## src/hw/rtl/mic_pkg.sv

```systemverilog
// Shared types and constants for the magnetometer iron calibration block.
// Depends on nothing; imported by the top level, the divider and the checker.
`timescale 1ns / 1ps

package mic_pkg;

    // Field widths of the sample and result words.
    localparam int MAG_W   = 16;
    localparam int SCALE_W = 31;
    localparam int FRAC_W  = 16;

    // Largest possible positive half range of one axis.
    localparam int HALF_MAX = 32767;

    // Tracker start values and register reset value.
    localparam logic [MAG_W-1:0]   TRACK_MAX_INIT = 16'h8001;
    localparam logic [MAG_W-1:0]   TRACK_MIN_INIT = 16'h7FFF;
    localparam logic [15:0]        COUNT_RESET    = 16'd1500;
    localparam logic [SCALE_W-1:0] SCALE_SAT      = 31'h7FFF_FFFF;

    // Sequencer states, one-hot.
    typedef enum logic [5:0] {
        ST_IDLE   = 6'b000001,
        ST_TRACK  = 6'b000010,
        ST_HALF   = 6'b000100,
        ST_DLOAD  = 6'b001000,
        ST_DWAIT  = 6'b010000,
        ST_FINISH = 6'b100000
    } mic_state_t;

    // Status of the shared divider as seen by the sequencer.
    typedef struct packed {
        logic busy;
        logic done;
    } div_status_t;

endpackage

```

## src/hw/rtl/mic_div.sv

```systemverilog
// Restoring unsigned divider, one quotient bit per cycle.
// Depends on mic_pkg for the status struct.
`timescale 1ns / 1ps

module mic_div #(
    parameter int DW   = 33,
    parameter int DENW = 17
) (
    input  logic                 clk,
    input  logic                 rst_n,
    input  logic                 start,
    input  logic [DW-1:0]        dividend,
    input  logic [DENW-1:0]      divisor,
    output logic [DW-1:0]        quotient,
    output mic_pkg::div_status_t status
);
    import mic_pkg::*;

    localparam int CW = (DW > 1) ? $clog2(DW) : 1;

    logic            busy_reg, busy_next;
    logic            done_reg, done_next;
    logic [CW-1:0]   cnt_reg, cnt_next;
    logic [DW-1:0]   quo_reg, quo_next;
    logic [DENW-1:0] rem_reg, rem_next;
    logic [DENW-1:0] den_reg, den_next;
    logic [DENW:0]   shifted;
    logic [DENW:0]   trial;
    logic            fits;

    // One restoring step: shift in the next dividend bit and try a subtract.
    assign shifted = {rem_reg, quo_reg[DW-1]};
    assign trial   = shifted - {1'b0, den_reg};
    assign fits    = (shifted >= {1'b0, den_reg});

    always_comb
    begin
        busy_next = busy_reg;
        done_next = 1'b0;
        cnt_next  = cnt_reg;
        quo_next  = quo_reg;
        rem_next  = rem_reg;
        den_next  = den_reg;
        if (start)
        begin
            busy_next = 1'b1;
            cnt_next  = '0;
            quo_next  = dividend;
            rem_next  = '0;
            den_next  = divisor;
        end
        else if (busy_reg)
        begin
            quo_next = {quo_reg[DW-2:0], fits};
            rem_next = fits ? trial[DENW-1:0] : shifted[DENW-1:0];
            cnt_next = cnt_reg + 1'b1;
            if (cnt_reg == CW'(DW - 1))
            begin
                busy_next = 1'b0;
                done_next = 1'b1;
            end
        end
    end

    // Control state is reset; the datapath is not.
    always_ff @(posedge clk or negedge rst_n)
    begin
        if (!rst_n)
        begin
            busy_reg <= 1'b0;
            done_reg <= 1'b0;
            cnt_reg  <= '0;
        end
        else
        begin
            busy_reg <= busy_next;
            done_reg <= done_next;
            cnt_reg  <= cnt_next;
        end
    end

    always_ff @(posedge clk)
    begin
        quo_reg <= quo_next;
        rem_reg <= rem_next;
        den_reg <= den_next;
    end

    assign quotient    = quo_reg;
    assign status.busy = busy_reg;
    assign status.done = done_reg;

endmodule

```

## src/hw/rtl/magnetometer_iron_calibration.sv

```systemverilog
// Timing: a sample word is accepted, then given one min/max compare per axis.
// At the end of a batch, bias and half range are formed one axis at a time; then
// each scale with a positive half range takes one divider pass over a SUMW+16-bit
// dividend (SUMW = 17 for three axes), then the result waits for a free output slot.
// A new sample word is taken only when idle; s_tready is low while one is compared.
// Reset: asynchronous, active low; trackers re-armed, batch length back to 1500.
// Depends on mic_pkg and mic_div.
`timescale 1ns / 1ps

module magnetometer_iron_calibration #(
    parameter int NUM_AXES = 3
) (
    input  logic                                          clk,
    input  logic                                          rst_n,
    // s_tdata: mag_x, mag_y, mag_z, 16 bits each, from bit 0 up.
    input  logic                                          s_tvalid,
    output logic                                          s_tready,
    input  logic [((NUM_AXES*mic_pkg::MAG_W+7)/8)*8-1:0]  s_tdata,
    // m_tdata: bias_x, bias_y, bias_z (16 bits each), then scale_x, scale_y,
    // scale_z (31 bits each), from bit 0 up, zero filled to whole bytes.
    output logic                                          m_tvalid,
    input  logic                                          m_tready,
    output logic [((NUM_AXES*(mic_pkg::MAG_W+mic_pkg::SCALE_W)+7)/8)*8-1:0] m_tdata,
    // m_tuser: degenerate.
    output logic                                          m_tuser,
    // Configuration: batch length in sample words.
    input  logic                                          cfg_valid,
    output logic                                          cfg_ready,
    input  logic [15:0]                                   cfg_data
);
    import mic_pkg::*;

    localparam int ODW  = ((NUM_AXES*(MAG_W+SCALE_W)+7)/8)*8;
    localparam int AXW  = (NUM_AXES > 1) ? $clog2(NUM_AXES) : 1;
    localparam int SUMW = $clog2(NUM_AXES*HALF_MAX+1);
    localparam int DW   = SUMW + FRAC_W;

    mic_state_t         state_reg, state_next;
    logic [AXW-1:0]     axis_reg, axis_next;
    logic [15:0]        count_reg, count_next;
    logic [15:0]        seen_reg, seen_next;
    logic [MAG_W-1:0]   max_reg [NUM_AXES];
    logic [MAG_W-1:0]   max_next [NUM_AXES];
    logic [MAG_W-1:0]   min_reg [NUM_AXES];
    logic [MAG_W-1:0]   min_next [NUM_AXES];
    logic [MAG_W-1:0]   sample_reg [NUM_AXES];
    logic [MAG_W-1:0]   sample_next [NUM_AXES];
    logic [MAG_W-1:0]   bias_reg [NUM_AXES];
    logic [MAG_W-1:0]   bias_next [NUM_AXES];
    logic [MAG_W:0]     half_reg [NUM_AXES];
    logic [MAG_W:0]     half_next [NUM_AXES];
    logic [SCALE_W-1:0] scale_reg [NUM_AXES];
    logic [SCALE_W-1:0] scale_next [NUM_AXES];
    logic [SUMW-1:0]    sum_reg, sum_next;
    logic               degen_reg, degen_next;
    logic               mvalid_reg, mvalid_next;
    logic [ODW-1:0]     mdata_reg, mdata_next;
    logic               muser_reg, muser_next;

    logic               last_axis;
    logic               s_accept;
    logic               out_free;
    logic [MAG_W-1:0]   cur_sample, cur_max, cur_min;
    logic               above, below;
    logic [MAG_W:0]     pair_sum, pair_sum_adj;
    logic [MAG_W:0]     pair_diff, pair_diff_adj;
    logic [MAG_W-1:0]   new_bias;
    logic [MAG_W:0]     new_half;
    logic               new_half_pos;
    logic [MAG_W:0]     cur_half;
    logic               cur_half_pos;
    logic [SUMW-1:0]    divisor;
    logic               div_start;
    logic [DW-1:0]      quotient;
    div_status_t        div_status;
    logic [SCALE_W-1:0] sat_scale;
    logic [ODW-1:0]     out_pack;

    assign last_axis = (axis_reg == AXW'(NUM_AXES - 1));
    assign s_tready  = (state_reg == ST_IDLE);
    assign s_accept  = s_tvalid && s_tready;
    assign out_free  = !mvalid_reg || m_tready;
    assign cfg_ready = 1'b1;

    // Shared signed compare unit for the axis being tracked.
    assign cur_sample = sample_reg[axis_reg];
    assign cur_max    = max_reg[axis_reg];
    assign cur_min    = min_reg[axis_reg];
    assign above      = ($signed(cur_sample) > $signed(cur_max));
    assign below      = ($signed(cur_sample) < $signed(cur_min));

    // Bias and half range of one axis, both halved toward zero.
    assign pair_sum      = {cur_max[MAG_W-1], cur_max} + {cur_min[MAG_W-1], cur_min};
    assign pair_sum_adj  = pair_sum + {{MAG_W{1'b0}}, pair_sum[MAG_W]};
    assign new_bias      = pair_sum_adj[MAG_W:1];
    assign pair_diff     = {cur_max[MAG_W-1], cur_max} - {cur_min[MAG_W-1], cur_min};
    assign pair_diff_adj = pair_diff + {{MAG_W{1'b0}}, pair_diff[MAG_W]};
    assign new_half      = {pair_diff_adj[MAG_W], pair_diff_adj[MAG_W:1]};
    assign new_half_pos  = !new_half[MAG_W] && (|new_half);

    // Divisor is NUM_AXES times the half range of the current axis.
    assign cur_half     = half_reg[axis_reg];
    assign cur_half_pos = !cur_half[MAG_W] && (|cur_half);
    assign divisor      = SUMW'(cur_half[MAG_W-2:0]) * SUMW'(NUM_AXES);
    assign div_start    = (state_reg == ST_DLOAD) && cur_half_pos;

    mic_div #(
        .DW   (DW),
        .DENW (SUMW)
    ) u_div (
        .clk      (clk),
        .rst_n    (rst_n),
        .start    (div_start),
        .dividend ({sum_reg, {FRAC_W{1'b0}}}),
        .divisor  (divisor),
        .quotient (quotient),
        .status   (div_status)
    );

    assign sat_scale = (quotient > DW'(SCALE_SAT)) ? SCALE_SAT : quotient[SCALE_W-1:0];

    // Result word packing.
    always_comb
    begin
        out_pack = '0;
        for (int a = 0; a < NUM_AXES; a++)
        begin
            out_pack[a*MAG_W +: MAG_W]                       = bias_reg[a];
            out_pack[NUM_AXES*MAG_W + a*SCALE_W +: SCALE_W] = scale_reg[a];
        end
    end

    // Sequencer and datapath next state.
    always_comb
    begin
        state_next  = state_reg;
        axis_next   = axis_reg;
        count_next  = count_reg;
        seen_next   = seen_reg;
        max_next    = max_reg;
        min_next    = min_reg;
        sample_next = sample_reg;
        bias_next   = bias_reg;
        half_next   = half_reg;
        scale_next  = scale_reg;
        sum_next    = sum_reg;
        degen_next  = degen_reg;
        mvalid_next = mvalid_reg;
        mdata_next  = mdata_reg;
        muser_next  = muser_reg;

        if (cfg_valid && cfg_ready)
        begin
            count_next = cfg_data;
        end

        if (mvalid_reg && m_tready)
        begin
            mvalid_next = 1'b0;
        end

        unique case (state_reg)
            ST_IDLE:
            begin
                if (s_accept)
                begin
                    for (int a = 0; a < NUM_AXES; a++)
                    begin
                        sample_next[a] = s_tdata[a*MAG_W +: MAG_W];
                    end
                    seen_next  = seen_reg + 16'd1;
                    axis_next  = '0;
                    state_next = ST_TRACK;
                end
            end
            ST_TRACK:
            begin
                if (above)
                begin
                    max_next[axis_reg] = cur_sample;
                end
                if (below)
                begin
                    min_next[axis_reg] = cur_sample;
                end
                if (last_axis)
                begin
                    axis_next = '0;
                    if (seen_reg < count_reg)
                    begin
                        state_next = ST_IDLE;
                    end
                    else
                    begin
                        sum_next   = '0;
                        degen_next = 1'b0;
                        state_next = ST_HALF;
                    end
                end
                else
                begin
                    axis_next = axis_reg + 1'b1;
                end
            end
            ST_HALF:
            begin
                bias_next[axis_reg] = new_bias;
                half_next[axis_reg] = new_half;
                if (new_half_pos)
                begin
                    sum_next = sum_reg + SUMW'(new_half[MAG_W-2:0]);
                end
                else
                begin
                    degen_next = 1'b1;
                end
                if (last_axis)
                begin
                    axis_next  = '0;
                    state_next = ST_DLOAD;
                end
                else
                begin
                    axis_next = axis_reg + 1'b1;
                end
            end
            ST_DLOAD:
            begin
                if (cur_half_pos)
                begin
                    state_next = ST_DWAIT;
                end
                else
                begin
                    // A zero or negative half range gives a zero scale.
                    scale_next[axis_reg] = '0;
                    if (last_axis)
                    begin
                        state_next = ST_FINISH;
                    end
                    else
                    begin
                        axis_next = axis_reg + 1'b1;
                    end
                end
            end
            ST_DWAIT:
            begin
                if (div_status.done)
                begin
                    scale_next[axis_reg] = sat_scale;
                    if (last_axis)
                    begin
                        state_next = ST_FINISH;
                    end
                    else
                    begin
                        axis_next  = axis_reg + 1'b1;
                        state_next = ST_DLOAD;
                    end
                end
            end
            ST_FINISH:
            begin
                // Hand the result to the output register and re-arm the trackers.
                if (out_free)
                begin
                    mdata_next  = out_pack;
                    muser_next  = degen_reg;
                    mvalid_next = 1'b1;
                    seen_next   = '0;
                    for (int a = 0; a < NUM_AXES; a++)
                    begin
                        max_next[a] = TRACK_MAX_INIT;
                        min_next[a] = TRACK_MIN_INIT;
                    end
                    state_next = ST_IDLE;
                end
            end
            default:
            begin
                state_next = ST_IDLE;
            end
        endcase
    end

    // Control and tracker state.
    always_ff @(posedge clk or negedge rst_n)
    begin
        if (!rst_n)
        begin
            state_reg  <= ST_IDLE;
            axis_reg   <= '0;
            count_reg  <= COUNT_RESET;
            seen_reg   <= '0;
            mvalid_reg <= 1'b0;
            for (int a = 0; a < NUM_AXES; a++)
            begin
                max_reg[a] <= TRACK_MAX_INIT;
                min_reg[a] <= TRACK_MIN_INIT;
            end
        end
        else
        begin
            state_reg  <= state_next;
            axis_reg   <= axis_next;
            count_reg  <= count_next;
            seen_reg   <= seen_next;
            mvalid_reg <= mvalid_next;
            max_reg    <= max_next;
            min_reg    <= min_next;
        end
    end

    // Payload registers.
    always_ff @(posedge clk)
    begin
        sample_reg <= sample_next;
        bias_reg   <= bias_next;
        half_reg   <= half_next;
        scale_reg  <= scale_next;
        sum_reg    <= sum_next;
        degen_reg  <= degen_next;
        mdata_reg  <= mdata_next;
        muser_reg  <= muser_next;
    end

    assign m_tvalid = mvalid_reg;
    assign m_tdata  = mdata_reg;
    assign m_tuser  = muser_reg;

endmodule

```

## config.mk

```make
export PLATFORM = sky130hd
export DESIGN_NAME = magnetometer_iron_calibration
export DESIGN_NICKNAME = d
export VERILOG_FILES = /design/src/hw/rtl/mic_pkg.sv /design/src/hw/rtl/mic_div.sv /design/src/hw/rtl/magnetometer_iron_calibration.sv
export SDC_FILE = /design/constraint.sdc
export NUM_CORES = 1
export LEC_CHECK = 0
export ABC_AREA = 0
export BUFFER_PORTS_ARGS = -buffer_cell sky130_fd_sc_hd__buf_2
export CORE_ASPECT_RATIO = 2
export CORE_MARGIN = 8
export CORE_UTILIZATION = 40
export DETAILED_ROUTE_END_ITERATION = 8
export PLACE_DENSITY = 0.54
export RECOVER_POWER = 100
export SYNTH_ARGS = -nofsm -noshare
export SYNTH_HDL_FRONTEND = slang
export SYNTH_SLANG_ARGS = --single-unit
```

## constraint.sdc

```tcl
create_clock -name clk -period 10.1 [get_ports clk]
set_input_delay 3.03 -clock clk [delete_from_list [all_inputs] [get_ports clk]]
set_output_delay 3.03 -clock clk [all_outputs]
set_load 0.1 [all_outputs]
```

# Word level (Yosys, flattened, before mapping)
# Index checks and enable logic that the tools add are counted.
dict set report classes {
  addsub 9
  mul 1
  order_cmp 7
  eq_ne 20
  n_mux 74
  bitwise 3
  reduce_logical 29
}
# cell count
set ops {}
lappend ops {{2-to-1 mux 48 bit} 4}
lappend ops {{case mux 48 bit (2 select lines)} 2}
lappend ops {{2-to-1 mux 93 bit} 2}
lappend ops {{case mux 93 bit (2 select lines)} 1}
lappend ops {{bitwise mux 48 bit} 3}
lappend ops {{2-to-1 mux 16 bit} 9}
lappend ops {{2-to-1 mux 17 bit} 7}
lappend ops {{binary-select mux 16 bit (select 2 bit)} 3}
lappend ops {{bitwise AND 93 bit} 1}
lappend ops {{bitwise mux 93 bit} 1}
lappend ops {{inverter 93 bit} 1}
lappend ops {{2-to-1 mux 33 bit} 2}
lappend ops {{demux 31 bit (select 2 bit)} 1}
lappend ops {{2-to-1 mux 31 bit} 2}
lappend ops {{2-to-1 mux 6 bit} 10}
lappend ops {{bitwise mux 51 bit} 1}
lappend ops {{case mux 6 bit (6 select lines)} 1}
lappend ops {{adder 17 x 1 -> 17 bit} 2}
lappend ops {{binary-select mux 17 bit (select 2 bit)} 1}
lappend ops {{demux 17 bit (select 2 bit)} 1}
lappend ops {{case mux 17 bit (2 select lines)} 1}
lappend ops {{greater-than comparator 33 x 31 -> 1 bit (second input constant)} 1}
lappend ops {{demux 16 bit (select 2 bit)} 1}
lappend ops {{< comparator 16 bit} 2}
lappend ops {{other kinds (41)} 83}
dict set report word_totals {
  regBits 612
  in_bits 69
  output_inout_bits 148
  word_cells 177
}

# Longest topological paths before layout
# Gate-level depths: netlist (run 1).
dict set report depth {
  depth_word 10
  depth_mapped 29
  depth_no_buf 25
}

# Cells and area by module
# From an unflattened synthesis (run 1), not the netlist that was laid out.
dict set report unflattened {
  cells_unflattened 2545
  area_unflattened_um2 29635.9
}
# module n_inst cells_each area_per_inst_um2 seq_area_each_um2
set by_module_without_submodules {}
lappend by_module_without_submodules {magnetometer_iron_calibration 1 2189 25597.0 15423.5}
lappend by_module_without_submodules {mic_div 1 356 4038.9 2042.0}

# Worst setup path before layout (run 1)
# Ideal clock, no wire load.
dict set report synth_path {
  kind {input to register}
  from {input port m_tready}
  to {register mdata_reg[0], in the netlist m_tdata[0], enable pin}
  setup_ns 0.563
  t_arrival_ns 7.574
  required_ns 9.537
  slack_ns 1.964
  cell_stages 5
  path_buffers 2
  cell_sequence {nor2b_1 nand2b_1 clkbuf_1 inv_1 clkbuf_1}
}
dict set report synth_via {
  elab_chain_len 2
}
# element line_no
set synth_lines {}
lappend synth_lines {{start: declaration} magnetometer_iron_calibration.sv:22} ;# input logic m_tready,
lappend synth_lines {{logical OR 1 bit} magnetometer_iron_calibration.sv:82} ;# assign out_free = !mvalid_reg || m_tready;
lappend synth_lines {{AND reduction 2 bit (no source line)} -}
lappend synth_lines {{end signal: assignment} magnetometer_iron_calibration.sv:324} ;# mdata_reg <= mdata_next;
lappend synth_lines {{end: declaration} magnetometer_iron_calibration.sv:57} ;# logic [ODW-1:0] mdata_reg, mdata_next;
# No other way between the ends.
# A chain may end at the register's enable or synchronous reset.

# Final worst setup path (run 1)
dict set report layout_path {
  from {register axis_reg[1]}
  to {register sum_reg[15], data pin}
}
dict set report layout_via {
  elab_chain_len 9
  elab_cells_between_ends 12
  cone_classes {3 x add/sub; 8 x mux; 1 x bitwise}
}
# element line_no
set layout_lines {}
lappend layout_lines {{start: declaration} magnetometer_iron_calibration.sv:39} ;# logic [AXW-1:0] axis_reg, axis_next;
lappend layout_lines {{start signal: assignment} magnetometer_iron_calibration.sv:306} ;# axis_reg <= axis_next;
lappend layout_lines {{inverter 2 -> 3 bit (not written as such) *} {magnetometer_iron_calibration.sv:87, magnetometer_iron_calibration.sv:88}}
lappend layout_lines {{binary-select mux 16 bit (select 2 bit) (on tied branches)} {magnetometer_iron_calibration.sv:87, magnetometer_iron_calibration.sv:88}}
lappend layout_lines {{2-to-1 mux 16 bit (on tied branches) (2 in a row)} {magnetometer_iron_calibration.sv:87, magnetometer_iron_calibration.sv:88}}
lappend layout_lines {{subtractor 16 x 16 -> 17 bit *} magnetometer_iron_calibration.sv:96} ;# assign pair_diff = {cur_max[MAG_W-1], cur_max} - {cur_min[MAG_W-1], cur_min};
lappend layout_lines {{adder 17 x 1 -> 17 bit *} magnetometer_iron_calibration.sv:97} ;# assign pair_diff_adj = pair_diff + {{MAG_W{1'b0}}, pair_diff[MAG_W]};
lappend layout_lines {{adder 17 x 15 -> 17 bit *} magnetometer_iron_calibration.sv:211} ;# sum_next = sum_reg + SUMW'(new_half[MAG_W-2:0]);
lappend layout_lines {{2-to-1 mux 17 bit *} magnetometer_iron_calibration.sv:209} ;# if (new_half_pos)
lappend layout_lines {{case mux 17 bit (2 select lines) *} magnetometer_iron_calibration.sv:162} ;# unique case (state_reg)
lappend layout_lines {{end signal: assignment} magnetometer_iron_calibration.sv:322} ;# sum_reg <= sum_next;
lappend layout_lines {{end: declaration} magnetometer_iron_calibration.sv:54} ;# logic [SUMW-1:0] sum_reg, sum_next;
# Mark *: on every way between the ends. The rest lies on a longest branch, timed or not. The select of a mux whose other input is x is not followed.

==> results.md, run 1 <==
- Outcome: finished, violations left
- Violated checks: capacitance limit, slew limit
- Via Count: 19.23k
- Final wirelength: 70180 um
- Yosys warning count: 0
- Leading cell type in the layout, fill and taps excluded: edfxtp_1
- Tcrit/Tclk final: 0.7851
- Most frequent cells in the layout: edfxtp_1 (431), nand2_1 (293), nor2_1 (252)
- Tmin final: 7.930 ns
- Nature of the critical path endpoint: flip-flop
- Mux cell area share after synthesis: 0.05040
- Clock sinks: 609
- Initial antenna violation count: 0
- Synth Area in Adders: 0.06451
- Min-delay worst type: reg2reg
- Critical path arrival: 8.25 ns
- Clock Path Buffers: 3
- Post-cts sizing count: 0
- Global-route wire length before repair: 109800 um
- Area Overhead vs Synth: 12.14%
- DR WL/cell: 19.10 um
- Synth Instances: 2518
- Ratio of cells with drive above 1 in the final layout: 0.08797
- Fmax: 126.1 MHz
- Post-synthesis xor/xnor area fraction: 0.03058
- Clock transition at path regs: 0.07 ns
- Most used flip-flop cell after synthesis: edfxtp_1
- Main combinational cell family by area after synthesis: simple AND/OR/NAND/NOR gates
- Clock Skews: 0.03157 ns
- Boundary Pins: 217
- Vias in the first global route: 19.22k
- Synth Area in Compound Gates: 0.1064
- Max reg flops: 141
- Final Max Slew Viols: 794
- Asr flop ratio synth: 0.2381
- CTS tree: yes
- Grt ovf: 0
- Root Driver: clkbuf_16
- Chip height: 397.4 um
- Post-synth cell types: 84
- TritonCTS Buffers: 54
- Critical path class: reg2reg
- Layout Nets: 2923
- Htree depth: 2
- Die X-Extent: 206.7 um
- CORE AREA: 72340 um2
- Starting Density: 0.4021
- Place WS: 3.148 ns
- Sequential element share of the synthesized area: 0.5948
- First-pass DRT Iterations: 6
- Die area: 82140 um2
- Mapped Area: 29090 um2
- Slew @ Worst Pin: 3.988 ns
- # DRC: 0
- Final Hold Fails: 0
- Max Cap Viol: 17
- ANT nets after route: 0
- Initial DRC count: 901
- Crit path required time: 10.42 ns
- Syn Area/Cell: 11.55 um2
- Hold_buf cts: 0
- Via-to-Cell Ratio: 5.234
- CP cell instances: buf_4, mux2i_1, nor2_1, a21oi_1, inv_1, ha_1, and2b_4, o21ai_0, a21oi_1, nand3_1, nand3b_2, inv_1, ha_1, nand2_1, nor4b_1, nand3_1, nor4_1, xnor2_1, ha_1, and3_1, nand3_1, a41oi_1, o21a_1, nor3_1
- #FFs+latches synth: 609
- Hold slack final: 0.4154 ns
- Detail Placement HPWL: 49450 um
- Synth Area in Simple Gates: 0.1189
- Port bufs: 212
- Worst stage delay on the critical path: 1.50 ns
- RSZ-0062 raised after global routing: false
- Critical path launch point type: flip-flop
- Critical path peak fanout: 39
- Diodes inserted: 0
- Final setup vio count: 0
- Final setup TNS: 0 ns
- Final worst setup slack: 2.170 ns
- Slowest cell on crit path: dfrtp_1
- Clock Latency Late Sink: 0.63 ns
- Routability cong.: 0.8569
- Post-CTS Setup Bufs: 0
- GRT Overall Usage: 0.1684
- Worst slew margin: -1.659
- Post-synth EDFFs: 431
- Largest net degree at the start of global routing: 84
- # rows: 140
- Finished Core Util: 0.4510
==> Yosys cell counts (all sizes together), types with 39 or more instances <==
cell,n,area share
mux2i,142,0.049
xor2,42,0.013
clkbuf,76,0.0098
dfstp,59,0.053
ha,142,0.061
xnor2,57,0.017
o21ai,172,0.030
nor2,254,0.033
edfxtp,431,0.44
nor3,39,0.0067
a21oi,121,0.021
inv,144,0.019
nand2,293,0.038
dfrtp,86,0.074
==> path summary, 6_finish.rpt <==
check | depth (start not counted) | slack (ns) | from | end
max | 24 | 2.17 | axis_reg[1] | sum_reg[15]
max in group asynchronous | 2 | 2.77 | rst_n | count_reg[5]
min in group asynchronous | 1 | 3.81 | rst_n | u_div.cnt_reg[3]
min reg2reg | 0 | 0.42 | bias_reg[45] | m_tdata[13]
min | 0 | 0.42 | bias_reg[45] | m_tdata[13]
max reg2reg | 24 | 2.17 | axis_reg[1] | sum_reg[15]
==> cell type report <==
class | count | area [um2]
Fill cell | 6878 | 39720
Sequential cell | 609 | 17310
Multi-Input combinational cell | 1658 | 10810
Clock buffer | 69 | 1439
Tap cell | 923 | 1155
Timing Repair Buffer | 239 | 1017
Inverter | 145 | 545.5
Clock inverter | 31 | 350.3
==> kinds of logic after synthesis <==
kind of cell             count (synthesis)
other                                    2
adder cells (fa/ha/maj)                147
flip-flops                             609
AO/OA/AOI/OAI                          492
XOR/XNOR                               100
buffers and inverters                  253
AND/OR/NAND/NOR                        769
multiplexers                           146
==> layer usage <==
| metal | track usage | wire length (um) |
|---|---|---|
| met5 | 0 | 0 |
| met4 | 0.04775 | 1658 |
| met3 | 0.02331 | 3551 |
| met2 | 0.2780 | 32860 |
| met1 | 0.2287 | 32100 |
==> stage by stage <==
stage          instance area (um2)  cells
2_1_floorplan                29100   2520
3_3_place_gp                 31120   3574
3_5_place_dp                 31120   3574
4_1_cts                      32910   3674
5_1_grt                      32620   3674
6_report                     32620   3674
==> worst max-delay path: cells and delay by family (launching register included) <==
| kind | cells | cell delay [ns] |
|---|---|---|
| adder cells (fa/ha/maj) | 3 | 1.03 |
| multiplexers | 1 | 0.26 |
| AND/OR/NAND/NOR | 11 | 2.46 |
| buffers and inverters | 3 | 0.95 |
| XOR/XNOR | 1 | 0.21 |
| flip-flops | 1 | 1.50 |
| AO/OA/AOI/OAI | 5 | 1.13 |
Power of run 1 is not shown: default switching activity piles up to over one toggle a cycle in this logic, so the estimate is an artifact.
==> run 2: changes to the inputs <==
--- a/config.mk
+++ b/config.mk
@@ -11,7 +11,7 @@
 export CORE_MARGIN = 8
 export CORE_UTILIZATION = 40
 export DETAILED_ROUTE_END_ITERATION = 8
-export PLACE_DENSITY = 0.54
+export PLACE_DENSITY = 0.56
 export RECOVER_POWER = 100
 export SYNTH_ARGS = -nofsm -noshare
 export SYNTH_HDL_FRONTEND = slang
==> constraint.sdc (replaced) <==
create_clock -name clk -period 6.4 [get_ports clk]
set_input_delay 1.92 -clock clk [delete_from_list [all_inputs] [get_ports clk]]
set_output_delay 1.92 -clock clk [all_outputs]
set_load 0.1 [all_outputs]
==> results.md, run 2 (same netlist as run 1, synthesis figures left out) <==
- Outcome: finished, violations left
- Violated checks: capacitance limit, slew limit
- Worst slew margin: -0.7998 (+0.8591)
- Tcrit/Tclk final: 0.9274 (+0.1423)
- Grt ovf: 0 (unchanged)
- Final setup TNS: 0 ns (unchanged)
- First-pass DRT Iterations: 5 (-1)
- Crit path required time: 6.76 ns (-3.66 ns)
- # rows: 140 (unchanged)
- Max reg flops: 141 (unchanged)
- Largest net degree at the start of global routing: 98 (+17%)
- Fmax: 168.5 MHz (+34%)
- Max Cap Viol: 10 (-7)
- Die area: 82140 um2 (unchanged)
- Tmin final: 5.935 ns (-1.994 ns)
- CP cell instances: buf_16, mux2i_1, nor2_1, a21oi_1, inv_1, ha_1, nor2b_1, o31a_4, or4_1, nand3_1, and4b_1, nand2_1, or3_1, and2_0, ha_1, and3_1, a21oi_1, nand3_1, a31oi_1, xnor2_1, nor2_1
- Final wirelength: 69550 um (-0.89%)
- Final worst setup slack: 0.4647 ns (-1.706 ns)
- Ratio of cells with drive above 1 in the final layout: 0.09777 (+0.009803)
- Port bufs: 212 (unchanged)
- Clock sinks: 609 (unchanged)
- Final setup vio count: 0 (unchanged)
- Detail Placement HPWL: 49230 um (-0.44%)
- DR WL/cell: 18.77 um (-1.7%)
- Routability cong.: 0.8564 (about the same)
- Root Driver: clkbuf_16
- Clock Latency Late Sink: 0.63 ns (about the same)
- Htree depth: 2 (unchanged)
- CTS tree: yes
- TritonCTS Buffers: 54 (unchanged)
- Area Overhead vs Synth: 13.33%
- Most frequent cells in the layout: edfxtp_1 (431), nand2_1 (293), nor2_1 (254)
- Critical path arrival: 6.29 ns (-1.96 ns)
- CORE AREA: 72340 um2 (unchanged)
- Nature of the critical path endpoint: flip-flop
- Final Hold Fails: 0 (unchanged)
- ANT nets after route: 0 (unchanged)
- Worst stage delay on the critical path: 0.63 ns (-0.87 ns)
- Layout Nets: 2952 (+0.99%)
- Boundary Pins: 217 (unchanged)
- # DRC: 0 (unchanged)
- Critical path launch point type: flip-flop
- Non-filler cells, final: 3705 (+0.84%)
- Clock Path Buffers: 3 (unchanged)
- RSZ-0062 raised after global routing: false
- Via Count: 19.31k (+0.41%)
- Vias in the first global route: 19.34k (+0.61%)
- Clock transition at path regs: 0.07 ns (about the same)
- Initial antenna violation count: 1 (+1)
- Leading cell type in the layout, fill and taps excluded: edfxtp_1
- Place WS: 0.4305 ns (-2.718 ns)
- GRT Overall Usage: 0.1660 (-0.002407)
- Die X-Extent: 206.7 um (unchanged)
- Slowest cell on crit path: dfrtp_4
- Critical path class: reg2reg
- Chip height: 397.4 um (unchanged)
- Hold_buf cts: 0 (unchanged)
- Critical path peak fanout: 20 (-49%)
- Diodes inserted: 0 (unchanged)
- Slew @ Worst Pin: 2.700 ns (-1.289 ns)
- Initial DRC count: 1029 (+14%)
- Clock Skews: 0.02435 ns (-0.007217 ns)
- Via-to-Cell Ratio: 5.211 (-0.43%)
- Starting Density: 0.4021 (unchanged)
- Global-route wire length before repair: 108200 um (-1.5%)
- Placed Cells: 3601 (+0.76%)
- Final Max Slew Viols: 490 (-38%)
- Min-delay worst type: reg2reg
==> run 2: timing repair <==
item / 4_1_cts / 5_1_grt
endpoints found under the hold margin: 0 / 0
gates resized for setup: 0 / 1
setup buffers: 0 / 0
setup endpoints to repair: 0 / 22
==> run 2: path summary, 6_finish.rpt <==
kind | start | endpoint | slack, ns | cells after the start
hold / removal | bias_reg[46] | m_tdata[14] | 0.41 | 0
hold reg to reg | bias_reg[46] | m_tdata[14] | 0.41 | 0
setup / recovery | axis_reg[1] | sum_reg[14] | 0.46 | 21
min in group asynchronous | rst_n | u_div.busy_reg | 2.06 | 1
max in group asynchronous | rst_n | max_reg[34] | 0.82 | 2
setup reg to reg | axis_reg[1] | sum_reg[14] | 0.46 | 21
==> run 2: per-layer routing <==
layer	vias to the layer above	wire length, um	GRT usage	part of all wire
met5	-	0	0	0
met4	0	1668	0.04980	0.024
met3	101	3978	0.02396	0.057
met2	483	32520	0.2753	0.47
met1	9291	31380	0.2226	0.45
li1	9431	-	-	-
==> run 2: final cells by class <==
cell class | instances | area [um2]
Multi-Input combinational cell | 1659 | 10840
Tap cell | 923 | 1155
Sequential cell | 609 | 17310
Fill cell | 6762 | 39370
Clock buffer | 68 | 1446
Clock inverter | 34 | 439.2
Inverter | 145 | 549.3
Timing Repair Buffer | 267 | 1234
==> run 2: metrics by stage <==
step           cell area (um2)  hold slack, ns    util
5_1_grt                  32970          0.4239  0.4557
4_1_cts                  33260          0.4125  0.4598
3_5_place_dp             31380          0.4045  0.4337
2_1_floorplan            29110          0.4003       -
6_report                 32970          0.4146  0.4557
3_3_place_gp             31380          0.4006  0.4337
==> run 2: worst max-delay path, delay by kind of cell (launching register included) <==
kind / cells / cell delay [ns]
xor+xnor: 1 / 0.15
mux: 1 / 0.21
fa+ha+maj: 2 / 0.71
compound gates: 4 / 1.14
buf+inv: 2 / 0.43
flops: 1 / 0.63
simple gates: 11 / 2.36
Power of run 2 is left out for the same reason.
==> run 3: changes to the inputs <==
--- a/config.mk
+++ b/config.mk
@@ -9,9 +9,9 @@
 export BUFFER_PORTS_ARGS = -buffer_cell sky130_fd_sc_hd__buf_2
 export CORE_ASPECT_RATIO = 2
 export CORE_MARGIN = 8
-export CORE_UTILIZATION = 40
+export CORE_UTILIZATION = 35
 export DETAILED_ROUTE_END_ITERATION = 8
-export PLACE_DENSITY = 0.56
+export PLACE_DENSITY = 0.5
 export RECOVER_POWER = 100
 export SYNTH_ARGS = -nofsm -noshare
 export SYNTH_HDL_FRONTEND = slang
==> results.md, run 3 (same netlist as run 1, synthesis figures left out) <==
- Worst path top cell family by delay: simple AND/OR/NAND/NOR gates
- Global-route wire length before repair: 121200 um (+12%)
- Critical path launch point type: flip-flop
- ANT nets after route: 0 (unchanged)
- Reg2Reg Setup Slack: 0.46 ns (about the same)
- Htree depth: 2 (unchanged)
- Worst hold endpoint: m_tdata[18]
- Clock Latency Late Sink: 0.65 ns (+0.02 ns)
- Max reg flops: 141 (unchanged)
- GRT Overall Usage: 0.1692 (+0.003208)
- Outcome: finished, violations left
- First-pass DRT Iterations: 5 (unchanged)
- Worst R2R Path Depth: 23 (+9.5%)
- Hold_buf cts: 0 (unchanged)
- Ratio of cells with drive above 1 in the final layout: 0.1091 (+0.01136)
- Detail Placement HPWL: 61090 um (+24%)
- Area Overhead vs Synth: 14.79%
- Largest net degree at the start of global routing: 89 (-9.2%)
- CP startpoint: axis_reg[1]
- Tmin final: 5.937 ns (+0.001806 ns)
- Die X-Extent: 219.9 um (+6.4%)
- CP cell instances: buf_12, mux2i_1, nor2_1, a21oi_1, inv_1, ha_1, a21oi_1, o21ai_1, a211oi_1, mux2_1, nand3b_2, inv_1, ha_1, nand2_1, nor4b_2, buf_4, nand3_1, nor4_1, buf_4, nand4_1, xor2_1, a211oi_1, clkbuf_2
- Clock Path Buffers: 3 (unchanged)
- Clock Skews: 0.05436 ns (+0.03001 ns)
- Initial antenna violation count: 0 (-1)
- Critical path arrival: 6.18 ns (-0.11 ns)
- Clock transition at path regs: 0.07 ns (about the same)
- TritonCTS Buffers: 56 (+3.7%)
- Crit path required time: 6.64 ns (-0.12 ns)
- Initial DRC count: 969 (-5.8%)
- Chip height: 423.7 um (+6.6%)
- Vias in the first global route: 20.61k (+6.6%)
- Via Count: 19.53k (+1.1%)
- Violated checks: capacitance limit, slew limit
- # rows: 149 (+6.4%)
- Critical register-to-register path startpoint: axis_reg[1]
- Port bufs: 212 (unchanged)
- Max Cap Viol: 11 (+1)
- Clock sinks: 609 (unchanged)
- Final wirelength: 80720 um (+16%)
- Final setup TNS: 0 ns (unchanged)
- Tcrit/Tclk final: 0.9277 (about the same)
- Die area: 93160 um2 (+13%)
- Worst stage delay on the critical path: 0.50 ns (-0.13 ns)
- Final Max Slew Viols: 507 (+3.5%)
- RSZ-0062 raised after global routing: false
- Final Cell Area: 33400 um2 (+1.3%)
- Number of cells on the worst hold path: 0 (unchanged)
- Layout Nets: 2981 (+0.98%)
- Final Hold Fails: 0 (unchanged)
- Critical path class: reg2reg
- Min-delay worst type: reg2reg
- Slew @ Worst Pin: 2.917 ns (+0.2173 ns)
- Via-to-Cell Ratio: 5.046 (-3.2%)
- Fmax: 168.4 MHz (about the same)
- Grt ovf: 0 (unchanged)
- Placed cell areas: 31770 um2 (+1.2%)
- Min-delay src: bias_reg[18]
- Routability cong.: 0.8806 (+2.8%)
- Critical path peak fanout: 24 (+20%)
- Boundary Pins: 217 (unchanged)
- Worst slew margin: -0.9447 (-0.1449)
- Post-CTS Setup Bufs: 0 (unchanged)
- # DRC: 0 (unchanged)
- Post-cts sizing count: 0 (unchanged)
- Nature of the critical path endpoint: flip-flop
- Root Driver: clkbuf_16
- Starting Density: 0.3531 (-0.04908)
- Slowest cell on crit path: dfrtp_4
- CTS tree: yes
- Diodes inserted: 0 (unchanged)
- Most frequent cells in the layout: edfxtp_1 (431), nand2_1 (293), nor2_1 (252)
- Final setup vio count: 0 (unchanged)
- Bufs and invs on worst path: 6 (+4)
- Leading cell type in the layout, fill and taps excluded: edfxtp_1
- DR WL/cell: 20.86 um (+11%)
- CORE AREA: 82400 um2 (+14%)
- FF-to-FF End: sum_reg[13]
[run 3: cell types whose count changed in the layout (fill, tap and decap cells not counted), sizes merged]
cell	change
clkinvlp	+5
bufinv	+2
inv	+4
clkbuf	-5
buf	+24
clkinv	+1
[run 3: layer usage]
metal / vias up / part of all wire / wire, um / GRT usage
met5: - / 0 / 0 / 0
met1: 9560 / 0.32 / 25840 / 0.1496
met3: 135 / 0.030 / 2445 / 0.01974
met4: 0 / 0.054 / 4346 / 0.08509
li1: 9488 / - / - / -
met2: 345 / 0.60 / 48090 / 0.3551
[run 3: final cells by class]
cell class,count,area (um2)
Fill cell,8084,49010
Sequential cell,609,17310
Multi-Input combinational cell,1659,10830
Clock buffer,60,1426
Timing Repair Buffer,294,1404
Tap cell,1057,1323
Clock inverter,46,556.8
Inverter,145,548.0
[run 3: how the worst max path moves through the flow]
stage                              to  slack [ns]  cells past startpoint
final                     sum_reg[13]        0.46                     23
after global routing      sum_reg[16]        0.06                     27
after CTS                 sum_reg[13]        0.27                     24
after detailed placement  sum_reg[13]        0.33                     24
after global placement    sum_reg[13]        0.38                     24
after floorplan           sum_reg[14]        0.13                     28
[run 3: metrics by stage]
step	setup WS, ns	cells	utilization	hold WS (ns)
6_report	0.4629	3870	0.4053	0.4156
5_1_grt	0.05567	3870	0.4053	0.4216
4_1_cts	0.2659	3869	0.4096	0.4180
3_5_place_dp	0.3314	3763	0.3855	0.4045
3_3_place_gp	0.3790	3763	0.3855	0.4019
2_1_floorplan	0.1250	2520	-	0.4003
Power of run 3 is left out for the same reason.
